--- src/sv/tksd_pkg.sv ---
// Shared types and byte constants for the terminal key sequence decoder.
package tksd_pkg;

    typedef enum logic [4:0] {
        KEY_PRINTABLE      = 5'd0,
        KEY_DELETE         = 5'd1,
        KEY_CTRL_DELETE    = 5'd2,
        KEY_ARROW          = 5'd3,
        KEY_CTRL_ARROW     = 5'd4,
        KEY_ALT_ARROW      = 5'd5,
        KEY_END            = 5'd6,
        KEY_HOME           = 5'd7,
        KEY_PGUP           = 5'd8,
        KEY_PGDN           = 5'd9,
        KEY_SAVE           = 5'd10,
        KEY_DISCARD        = 5'd11,
        KEY_EXIT           = 5'd12,
        KEY_SAVE_AS        = 5'd13,
        KEY_MANUAL         = 5'd14,
        KEY_BACKSPACE      = 5'd15,
        KEY_ENTER          = 5'd16,
        KEY_CTRL_BACKSPACE = 5'd17,
        KEY_CTRL_X         = 5'd18,
        KEY_COMMENT        = 5'd19,
        KEY_INVALID        = 5'd20
    } key_kind_t;

    typedef enum logic [3:0] {
        PH_IDLE  = 4'd0,
        PH_ESC   = 4'd1,
        PH_CSI   = 4'd2,
        PH_C3    = 4'd3,
        PH_C3S   = 4'd4,
        PH_C3S5  = 4'd5,
        PH_C1    = 4'd6,
        PH_C1S   = 4'd7,
        PH_C1S5  = 4'd8,
        PH_C1S3  = 4'd9,
        PH_C5    = 4'd10,
        PH_C6    = 4'd11
    } phase_t;

    typedef struct packed {
        logic      emit;
        key_kind_t kind;
        phase_t    phase;
    } dec_result_t;

    localparam logic [7:0] CH_BEL       = 8'd7;
    localparam logic [7:0] CH_STX       = 8'd2;
    localparam logic [7:0] CH_BS        = 8'd8;
    localparam logic [7:0] CH_TAB       = 8'd9;
    localparam logic [7:0] CH_LF        = 8'd10;
    localparam logic [7:0] CH_CR        = 8'd13;
    localparam logic [7:0] CH_ETB       = 8'd23;
    localparam logic [7:0] CH_CAN       = 8'd24;
    localparam logic [7:0] CH_ESC       = 8'd27;
    localparam logic [7:0] CH_US        = 8'd31;
    localparam logic [7:0] CH_SPACE     = 8'd32;
    localparam logic [7:0] CH_TILDE     = 8'd126;
    localparam logic [7:0] CH_DEL       = 8'd127;
    localparam logic [7:0] CH_ONE       = 8'd49;
    localparam logic [7:0] CH_THREE     = 8'd51;
    localparam logic [7:0] CH_FIVE      = 8'd53;
    localparam logic [7:0] CH_SIX       = 8'd54;
    localparam logic [7:0] CH_SEMICOLON = 8'd59;
    localparam logic [7:0] CH_UPPER_A   = 8'd65;
    localparam logic [7:0] CH_UPPER_D   = 8'd68;
    localparam logic [7:0] CH_UPPER_F   = 8'd70;
    localparam logic [7:0] CH_UPPER_H   = 8'd72;
    localparam logic [7:0] CH_UPPER_S   = 8'd83;
    localparam logic [7:0] CH_BRACKET   = 8'd91;
    localparam logic [7:0] CH_LOWER_C   = 8'd99;
    localparam logic [7:0] CH_LOWER_D   = 8'd100;
    localparam logic [7:0] CH_LOWER_M   = 8'd109;
    localparam logic [7:0] CH_LOWER_Q   = 8'd113;
    localparam logic [7:0] CH_LOWER_S   = 8'd115;

endpackage

--- src/sv/tksd_decode.sv ---
// Combinational decode of one byte against the current parse phase.
module tksd_decode
(
    input  tksd_pkg::phase_t      phase,
    input  logic [7:0]            byte_in,
    output tksd_pkg::dec_result_t res
);

    logic letter;

    assign letter = (byte_in >= tksd_pkg::CH_UPPER_A) && (byte_in <= tksd_pkg::CH_UPPER_D);

    always_comb
    begin
        res.emit  = 1'b1;
        res.kind  = tksd_pkg::KEY_INVALID;
        res.phase = tksd_pkg::PH_IDLE;
        case (phase)
            tksd_pkg::PH_ESC:
            begin
                case (byte_in)
                    tksd_pkg::CH_BRACKET:
                    begin
                        res.emit  = 1'b0;
                        res.phase = tksd_pkg::PH_CSI;
                    end
                    tksd_pkg::CH_LOWER_S: res.kind = tksd_pkg::KEY_SAVE;
                    tksd_pkg::CH_LOWER_C: res.kind = tksd_pkg::KEY_DISCARD;
                    tksd_pkg::CH_LOWER_D: res.kind = tksd_pkg::KEY_CTRL_DELETE;
                    tksd_pkg::CH_LOWER_Q: res.kind = tksd_pkg::KEY_EXIT;
                    tksd_pkg::CH_UPPER_S: res.kind = tksd_pkg::KEY_SAVE_AS;
                    tksd_pkg::CH_LOWER_M: res.kind = tksd_pkg::KEY_MANUAL;
                    default:              res.kind = tksd_pkg::KEY_INVALID;
                endcase
            end
            tksd_pkg::PH_CSI:
            begin
                if (letter)
                begin
                    res.kind = tksd_pkg::KEY_ARROW;
                end
                else
                begin
                    case (byte_in)
                        tksd_pkg::CH_THREE:
                        begin
                            res.emit  = 1'b0;
                            res.phase = tksd_pkg::PH_C3;
                        end
                        tksd_pkg::CH_ONE:
                        begin
                            res.emit  = 1'b0;
                            res.phase = tksd_pkg::PH_C1;
                        end
                        tksd_pkg::CH_FIVE:
                        begin
                            res.emit  = 1'b0;
                            res.phase = tksd_pkg::PH_C5;
                        end
                        tksd_pkg::CH_SIX:
                        begin
                            res.emit  = 1'b0;
                            res.phase = tksd_pkg::PH_C6;
                        end
                        tksd_pkg::CH_UPPER_F: res.kind = tksd_pkg::KEY_END;
                        tksd_pkg::CH_UPPER_H: res.kind = tksd_pkg::KEY_HOME;
                        default:              res.kind = tksd_pkg::KEY_INVALID;
                    endcase
                end
            end
            tksd_pkg::PH_C3:
            begin
                if (byte_in == tksd_pkg::CH_TILDE)
                begin
                    res.kind = tksd_pkg::KEY_DELETE;
                end
                else if (byte_in == tksd_pkg::CH_SEMICOLON)
                begin
                    res.emit  = 1'b0;
                    res.phase = tksd_pkg::PH_C3S;
                end
            end
            tksd_pkg::PH_C3S:
            begin
                if (byte_in == tksd_pkg::CH_FIVE)
                begin
                    res.emit  = 1'b0;
                    res.phase = tksd_pkg::PH_C3S5;
                end
            end
            tksd_pkg::PH_C3S5:
            begin
                if (byte_in == tksd_pkg::CH_TILDE)
                begin
                    res.kind = tksd_pkg::KEY_CTRL_DELETE;
                end
            end
            tksd_pkg::PH_C1:
            begin
                if (byte_in == tksd_pkg::CH_SEMICOLON)
                begin
                    res.emit  = 1'b0;
                    res.phase = tksd_pkg::PH_C1S;
                end
            end
            tksd_pkg::PH_C1S:
            begin
                if (byte_in == tksd_pkg::CH_FIVE)
                begin
                    res.emit  = 1'b0;
                    res.phase = tksd_pkg::PH_C1S5;
                end
                else if (byte_in == tksd_pkg::CH_THREE)
                begin
                    res.emit  = 1'b0;
                    res.phase = tksd_pkg::PH_C1S3;
                end
            end
            tksd_pkg::PH_C1S5:
            begin
                if (letter)
                begin
                    res.kind = tksd_pkg::KEY_CTRL_ARROW;
                end
            end
            tksd_pkg::PH_C1S3:
            begin
                if (letter)
                begin
                    res.kind = tksd_pkg::KEY_ALT_ARROW;
                end
            end
            tksd_pkg::PH_C5:
            begin
                if (byte_in == tksd_pkg::CH_TILDE)
                begin
                    res.kind = tksd_pkg::KEY_PGUP;
                end
            end
            tksd_pkg::PH_C6:
            begin
                if (byte_in == tksd_pkg::CH_TILDE)
                begin
                    res.kind = tksd_pkg::KEY_PGDN;
                end
            end
            default:
            begin
                // Idle, and any phase code that cannot be reached, decode a lone byte.
                if ((byte_in >= tksd_pkg::CH_SPACE) && (byte_in <= tksd_pkg::CH_TILDE))
                begin
                    res.kind = tksd_pkg::KEY_PRINTABLE;
                end
                else
                begin
                    case (byte_in)
                        tksd_pkg::CH_ESC:
                        begin
                            res.emit  = 1'b0;
                            res.phase = tksd_pkg::PH_ESC;
                        end
                        tksd_pkg::CH_DEL: res.kind = tksd_pkg::KEY_BACKSPACE;
                        tksd_pkg::CH_LF:  res.kind = tksd_pkg::KEY_ENTER;
                        tksd_pkg::CH_CR:  res.kind = tksd_pkg::KEY_ENTER;
                        tksd_pkg::CH_TAB: res.kind = tksd_pkg::KEY_PRINTABLE;
                        tksd_pkg::CH_STX: res.kind = tksd_pkg::KEY_EXIT;
                        tksd_pkg::CH_BS:  res.kind = tksd_pkg::KEY_CTRL_BACKSPACE;
                        tksd_pkg::CH_ETB: res.kind = tksd_pkg::KEY_CTRL_BACKSPACE;
                        tksd_pkg::CH_CAN: res.kind = tksd_pkg::KEY_CTRL_X;
                        tksd_pkg::CH_US:  res.kind = tksd_pkg::KEY_COMMENT;
                        tksd_pkg::CH_BEL: res.kind = tksd_pkg::KEY_MANUAL;
                        default:          res.kind = tksd_pkg::KEY_INVALID;
                    endcase
                end
            end
        endcase
    end

endmodule

--- src/sv/terminal_key_sequence_decoder_top.sv ---
// Top level of the terminal key sequence decoder: input register, parse phase and result register.
//
// Raw terminal bytes enter on the input channel (in_valid, in_ready, in_byte), one byte
// per handshake. Decoded keys leave on the output channel (out_valid, out_ready,
// key_kind, key_byte). A byte that opens or continues an escape sequence yields no
// word; a byte that completes a key or breaks a sequence yields exactly one.
// An accepted byte is held in the input register, decoded against the parse phase by a
// single layer of compare logic, and its word is loaded into the result register when
// the byte advances, which a stall of the receiver can delay. One byte can be accepted
// in every cycle while the output is not stalled; the parse phase is updated as each
// byte advances out of the input register.
// When the receiver stalls, the result register holds its word and the input register
// holds its byte; in_ready falls only once both are full. A byte that gives no word
// still moves on while the output is stalled.
// Reset returns the parse phase to idle and empties both registers.
module terminal_key_sequence_decoder_top
(
    input  logic       clk,
    input  logic       rst_n,
    input  logic       in_valid,
    output logic       in_ready,
    input  logic [7:0] in_byte,
    output logic       out_valid,
    input  logic       out_ready,
    output logic [4:0] key_kind,
    output logic [7:0] key_byte
);

    logic                  hold_valid_reg;
    logic [7:0]            hold_byte_reg;
    tksd_pkg::phase_t      phase_reg;
    logic                  out_valid_reg;
    tksd_pkg::key_kind_t   kind_reg;
    logic [7:0]            byte_reg;
    tksd_pkg::dec_result_t dec;
    logic                  advance;
    logic                  out_free;

    tksd_decode u_decode
    (
        .phase   (phase_reg),
        .byte_in (hold_byte_reg),
        .res     (dec)
    );

    assign out_free = !out_valid_reg || out_ready;
    assign advance  = hold_valid_reg && (!dec.emit || out_free);
    assign in_ready = !hold_valid_reg || advance;

    always_ff @(posedge clk or negedge rst_n)
    begin
        if (!rst_n)
        begin
            hold_valid_reg <= 1'b0;
            phase_reg      <= tksd_pkg::PH_IDLE;
            out_valid_reg  <= 1'b0;
        end
        else
        begin
            if (in_ready)
            begin
                hold_valid_reg <= in_valid;
            end
            if (advance)
            begin
                phase_reg <= dec.phase;
            end
            if (advance && dec.emit)
            begin
                out_valid_reg <= 1'b1;
            end
            else if (out_ready)
            begin
                out_valid_reg <= 1'b0;
            end
        end
    end

    always_ff @(posedge clk)
    begin
        if (in_ready && in_valid)
        begin
            hold_byte_reg <= in_byte;
        end
        if (advance && dec.emit)
        begin
            kind_reg <= dec.kind;
            byte_reg <= hold_byte_reg;
        end
    end

    assign out_valid = out_valid_reg;
    assign key_kind  = kind_reg;
    assign key_byte  = byte_reg;

endmodule
--- config.mk ---
export PLATFORM = sky130hd
export DESIGN_NAME = terminal_key_sequence_decoder_top
export DESIGN_NICKNAME = d
export VERILOG_FILES = /design/src/sv/tksd_pkg.sv /design/src/sv/tksd_decode.sv /design/src/sv/terminal_key_sequence_decoder_top.sv
export SDC_FILE = /design/constraint.sdc
export NUM_CORES = 1
export LEC_CHECK = 0
export BUFFER_PORTS_ARGS = -buffer_cell sky130_fd_sc_hd__buf_2
export CORE_ASPECT_RATIO = 1.4
export CORE_MARGIN = 2
export CORE_UTILIZATION = 35
export CTS_CLUSTER_DIAMETER = 40
export DETAILED_ROUTE_END_ITERATION = 12
export SYNTH_ARGS = -nofsm -noshare
export SYNTH_HDL_FRONTEND = slang
export SYNTH_SLANG_ARGS = --single-unit
--- constraint.sdc ---
create_clock -name clk -period 3.2 [get_ports clk]
set_input_delay 0.16 -clock clk [delete_from_list [all_inputs] [get_ports clk]]
set_output_delay 0.16 -clock clk [all_outputs]
set_load 0.02 [all_outputs]
==> results_tabular.tex <==
\begin{tabular}{lr}
\hline
Metric & Value \\
\hline
\multicolumn{2}{l}{\textbf{Outcome}} \\
\quad Status & finished, final reports clean \\
\multicolumn{2}{l}{\textbf{Job}} \\
\quad MaxCap Viol Count & 0 \\
\multicolumn{2}{l}{\textbf{STA}} \\
\quad Setup TNS & 0 ns \\
\quad Relative slew slack & between 60\% and 70\% \\
\quad Transition time of the tightest slew-check pin & 0.549 ns \\
\quad Worst hold margin & roughly 0.04 ns \\
\quad Unrepaired setup endpoints after global routing & false \\
\quad Post-route clock period utilization & 83.8\% \\
\quad Final-report hold violation count & 0 \\
\quad Final setup violation count & 0 \\
\quad Max Fclk & 373 MHz \\
\quad Final count of pins violating max slew & 0 \\
\quad Final period demand of the worst path & roughly 2.7 ns \\
\quad Clock Skews & 0.00248 ns \\
\multicolumn{2}{l}{\textbf{Cells and area}} \\
\quad Count of nets after finishing & 243 \\
\quad Area delta synth->final & 13.4\% \\
\quad Share of post-route cells with drive strength above 1 & between 20\% and 30\% \\
\quad Non-Filler Cell Area, Final & $\sim$2200 um2 \\
\quad Antenna Cells & 0 \\
\quad Storage element area & 781 um2 \\
\quad Number of filler instances in the final layout & 524 \\
\quad Post-route insts no fill & 296 \\
\quad Area of the multi-input gates & roughly 1000 um2 \\
\multicolumn{2}{l}{\textbf{Synth}} \\
\quad Number of enable-type register cells in the synthesized netlist & 21 \\
\quad Cell Area, Synth & between 1500 and 2000 um2 \\
\quad Mapped Avg Cell Area & 9.29 um2 \\
\quad Compound-Gate Fraction of Synth Area & 19.9\% \\
\quad Count of cell types in the netlist & slightly above 60 \\
\quad Cell with the most instances after synthesis & sky130\_fd\_sc\_hd\_\_edfxtp\_1 \\
\quad Largest cells by area after synthesis & sky130\_fd\_sc\_hd\_\_edfxtp\_1 33\%, sky130\_fd\_sc\_hd\_\_dfrtp\_1 7.8\%, sky130\_fd\_sc\_hd\_\_a21oi\_1 3.6\%, sky130\_fd\_sc\_hd\_\_nand2\_1 2.9\%, sky130\_fd\_sc\_hd\_\_nor2\_1 2.5\% \\
\quad Number of warnings issued by yosys & 0 \\
\quad Syn\_nets & about 220 \\
\quad Area share of fa/ha/maj cells after synthesis & 0.520\% \\
\quad Post-Synth Simple-Gate Area & 29.0\% \\
\quad Share of the yosys chip area belonging to registers & 40.6\% \\
\quad XOR/XNOR Fraction of Synth Area & 1.82\% \\
\quad Dominant combinational cell family by area after synthesis & simple AND/OR/NAND/NOR gates \\
\quad Number of cells produced by synthesis & 207 \\
\quad Ys async rst share & roughly 22\% \\
\quad Area share of the largest cell type after synthesis & 32.8\% \\
\quad Fraction of synthesized area in multiplexers & roughly 2.3\% \\
\quad Most common flop cell mapped by yosys & sky130\_fd\_sc\_hd\_\_edfxtp\_1 \\
\quad Top post-synthesis cells by count & 21 x sky130\_fd\_sc\_hd\_\_edfxtp\_1, 15 x sky130\_fd\_sc\_hd\_\_nand2\_1, 14 x sky130\_fd\_sc\_hd\_\_a21oi\_1 \\
\quad Total of flip-flops plus latches after synthesis & 27 \\
\quad Largest area contributor in the netlist & sky130\_fd\_sc\_hd\_\_edfxtp\_1 \\
\multicolumn{2}{l}{\textbf{Setup path}} \\
\quad Category of the critical setup timing path & register to register \\
\quad Cell breakdown of the critical path & and4b\_2, o2111ai\_1, a311oi\_1, or4b\_4, nand4\_1, and2\_1 \\
\quad Endpoint class of the critical path & register \\
\quad Data arrival time of the critical path & 2.65 ns \\
\quad Startpoint type of the worst setup path & register \\
\quad Number of buffer and inverter instances along the worst setup path & 0 \\
\quad Critical-path cell with the highest stage delay & sky130\_fd\_sc\_hd\_\_edfxtp\_1 \\
\quad Data required time of the critical path & 3.17 ns \\
\quad Reg-to-reg setup timing slack & between 0.5 and 0.6 ns \\
\quad Delay of the slowest cell on the worst path & 0.55 ns \\
\quad R2r endpoint & hold\_byte\_reg[2]\$\_DFFE\_PP\_ \\
\quad Dominant delay contributor by cell family on the critical path & simple AND/OR/NAND/NOR gates \\
\quad Crit-path max FO & 12 \\
\quad Depth of the most critical reg-to-reg path & 6 \\
\quad Startpoint of the worst register-to-register path & hold\_byte\_reg[2]\$\_DFFE\_PP\_ \\
\multicolumn{2}{l}{\textbf{Global routing}} \\
\quad Remaining Overflow, GRT & 0 \\
\quad Number of global-route vias before repair & 1563 \\
\quad First-pass GRT wire length & between 7000 and 8000 um \\
\quad Number of antenna violations at the first check in global routing & 0 \\
\quad Pin count of the biggest net entering global routing & 21 \\
\quad Total track usage & $\sim$17\% \\
\multicolumn{2}{l}{\textbf{Power}} \\
\quad Highest ir drop seen on vdd & 0.277 mV \\
\quad Power after layout & between 1 and 1.5 mW \\
\quad Areal power density over the cells & around 520 nW/um2 \\
\quad Leak & between 0.7 and 0.8 nW \\
\multicolumn{2}{l}{\textbf{Clock network}} \\
\quad Setup fix buffers added after clock tree synthesis & 0 \\
\quad H-tree depth & 1 \\
\quad Clock Latency Late Sink & 0.29 ns \\
\quad Num CTS Buffers & 3 \\
\quad Maximum buffer depth of the clock tree & 2 \\
\quad Number of sinks handled by clock tree synthesis & 27 \\
\quad CTS tree & done \\
\quad Root Buffer Master & sky130\_fd\_sc\_hd\_\_clkbuf\_8 \\
\quad Clock-pin slew reported for the worst setup and hold paths after clock tree synthesis & $\sim$0.10 ns \\
\multicolumn{2}{l}{\textbf{Place}} \\
\quad HPWL Detailed & 3730 um \\
\quad Quantity of I/O buffers inserted on ports & 26 \\
\quad Standard cell area after detailed placement & 2120 um2 \\
\quad Placed insts & 291 \\
\quad Placer Congestion & a little under 0.9 \\
\multicolumn{2}{l}{\textbf{Routing}} \\
\quad Detail-routed via count per cell & 5.97 \\
\quad DRC violations left & 0 \\
\quad Routed Antenna Nets & 0 \\
\quad Detailed-routing iteration count for the pre-antenna-repair pass & 4 \\
\quad Total number of vias & 1768 \\
\quad Initial detailed-routing violation count & approximately 90 \\
\quad Wire per inst & 16.9 um \\
\quad Final WL & between 5000 and 6000 um \\
\multicolumn{2}{l}{\textbf{Worst hold path}} \\
\quad WHS Endpoint & hold\_byte\_reg[5]\$\_DFFE\_PP\_ \\
\quad Worst Min Path Start & in\_byte[5] \\
\quad Worst min-delay path category & input pin to register \\
\quad Hold-critical path depth & 1 \\
\multicolumn{2}{l}{\textbf{Floorplan}} \\
\quad Chip Width & 66.6 um \\
\quad Die Height & 91.7 um \\
\quad Die Area & 6110 um2 \\
\quad Initial cell density of the core & a little under two fifths \\
\quad \# rows & 31 \\
\quad I/O pins & 27 \\
\quad Core region area & 5240 um2 \\
\hline
\end{tabular}
-- cells by family (layout without fill, tap and decap cells) --
logic type / after synthesis / in the layout
simple gates: 93 / 93
compound gates: 53 / 53
buf+inv: 25 / 48
flops: 27 / 27
fa+ha+maj: 1 / 1
xor+xnor: 4 / 4
mux: 4 / 4
-- what timing repair did --
item | in CTS | in global routing
resized for setup | 0 | 0
hold endpoints to repair | 6 | 0
hold buffers | 1 | 0
-- final cells by class --
type | instances | area share, %
clock inverters | 1 | 0.402
inverters | 8 | 1.38
repair buffers | 36 | 9.52
flip-flops and latches | 27 | 35.8
well taps | 66 | 3.79
multi-input cells | 155 | 47.2
clock buffers | 3 | 1.89
-- per-stage QoR --
step                util, %  worst slack [ns]
floorplan                 -             0.596
global placement       40.5             0.552
detailed placement     40.5             0.513
CTS                    41.6             0.505
global route           41.6             0.361
finish                 41.6             0.518
-- worst register-to-register path: stages (launching register included) --
cell and delay, ns:
sky130_fd_sc_hd__edfxtp_1 0.55, sky130_fd_sc_hd__and4b_2 0.40, sky130_fd_sc_hd__o2111ai_1 0.12, sky130_fd_sc_hd__a311oi_1 0.28
sky130_fd_sc_hd__or4b_4 0.53, sky130_fd_sc_hd__nand4_1 0.14, sky130_fd_sc_hd__and2_1 0.34
-- layout by cell type (no fill, tap or decap), types with 7 or more instances in the layout --
cell / Yosys / layout
sky130_fd_sc_hd__o21ai_0: 9 / 9
sky130_fd_sc_hd__buf_2: 3 / 26
sky130_fd_sc_hd__edfxtp_1: 21 / 21
sky130_fd_sc_hd__buf_4: 2 / 9
sky130_fd_sc_hd__nor2_1: 13 / 13
sky130_fd_sc_hd__inv_1: 8 / 8
sky130_fd_sc_hd__nand2_1: 15 / 15
sky130_fd_sc_hd__nor4_1: 7 / 7
sky130_fd_sc_hd__nand3_1: 8 / 8
sky130_fd_sc_hd__a21oi_1: 14 / 14
-- report_power, final --
| part | total (mW) | internal (mW) | switching (mW) |
|---|---|---|---|
| Combinational | 0.404 | 0.158 | 0.245 |
| Sequential | 0.528 | 0.459 | 0.0686 |
| Clock | 0.211 | 0.0919 | 0.119 |
-- worst max-delay path by stage --
stage          slack (ns)  cells after the start                         end                       start
6_report             0.52                      6  hold_byte_reg[2]$_DFFE_PP_  hold_byte_reg[2]$_DFFE_PP_
5_1_grt              0.36                      6  hold_byte_reg[7]$_DFFE_PP_  hold_byte_reg[7]$_DFFE_PP_
4_1_cts              0.50                      6  hold_byte_reg[0]$_DFFE_PP_  hold_byte_reg[2]$_DFFE_PP_
3_5_place_dp         0.51                      6  hold_byte_reg[1]$_DFFE_PP_  hold_byte_reg[2]$_DFFE_PP_
3_3_place_gp         0.55                      6  hold_byte_reg[1]$_DFFE_PP_  hold_byte_reg[2]$_DFFE_PP_
2_1_floorplan        0.60                      7  hold_byte_reg[0]$_DFFE_PP_  hold_byte_reg[2]$_DFFE_PP_
-- per-layer routing --
metal,part of all wire (%),global-route usage (%),wire length (um),vias up
met4,3.9,7.99,197,0
met3,5.5,1.23,278,15
met2,51,29.3,2570,79
li1,-,-,-,841
met5,0,0,0,-
met1,39,20.6,1970,833
Power figures use the tool's default switching activity.
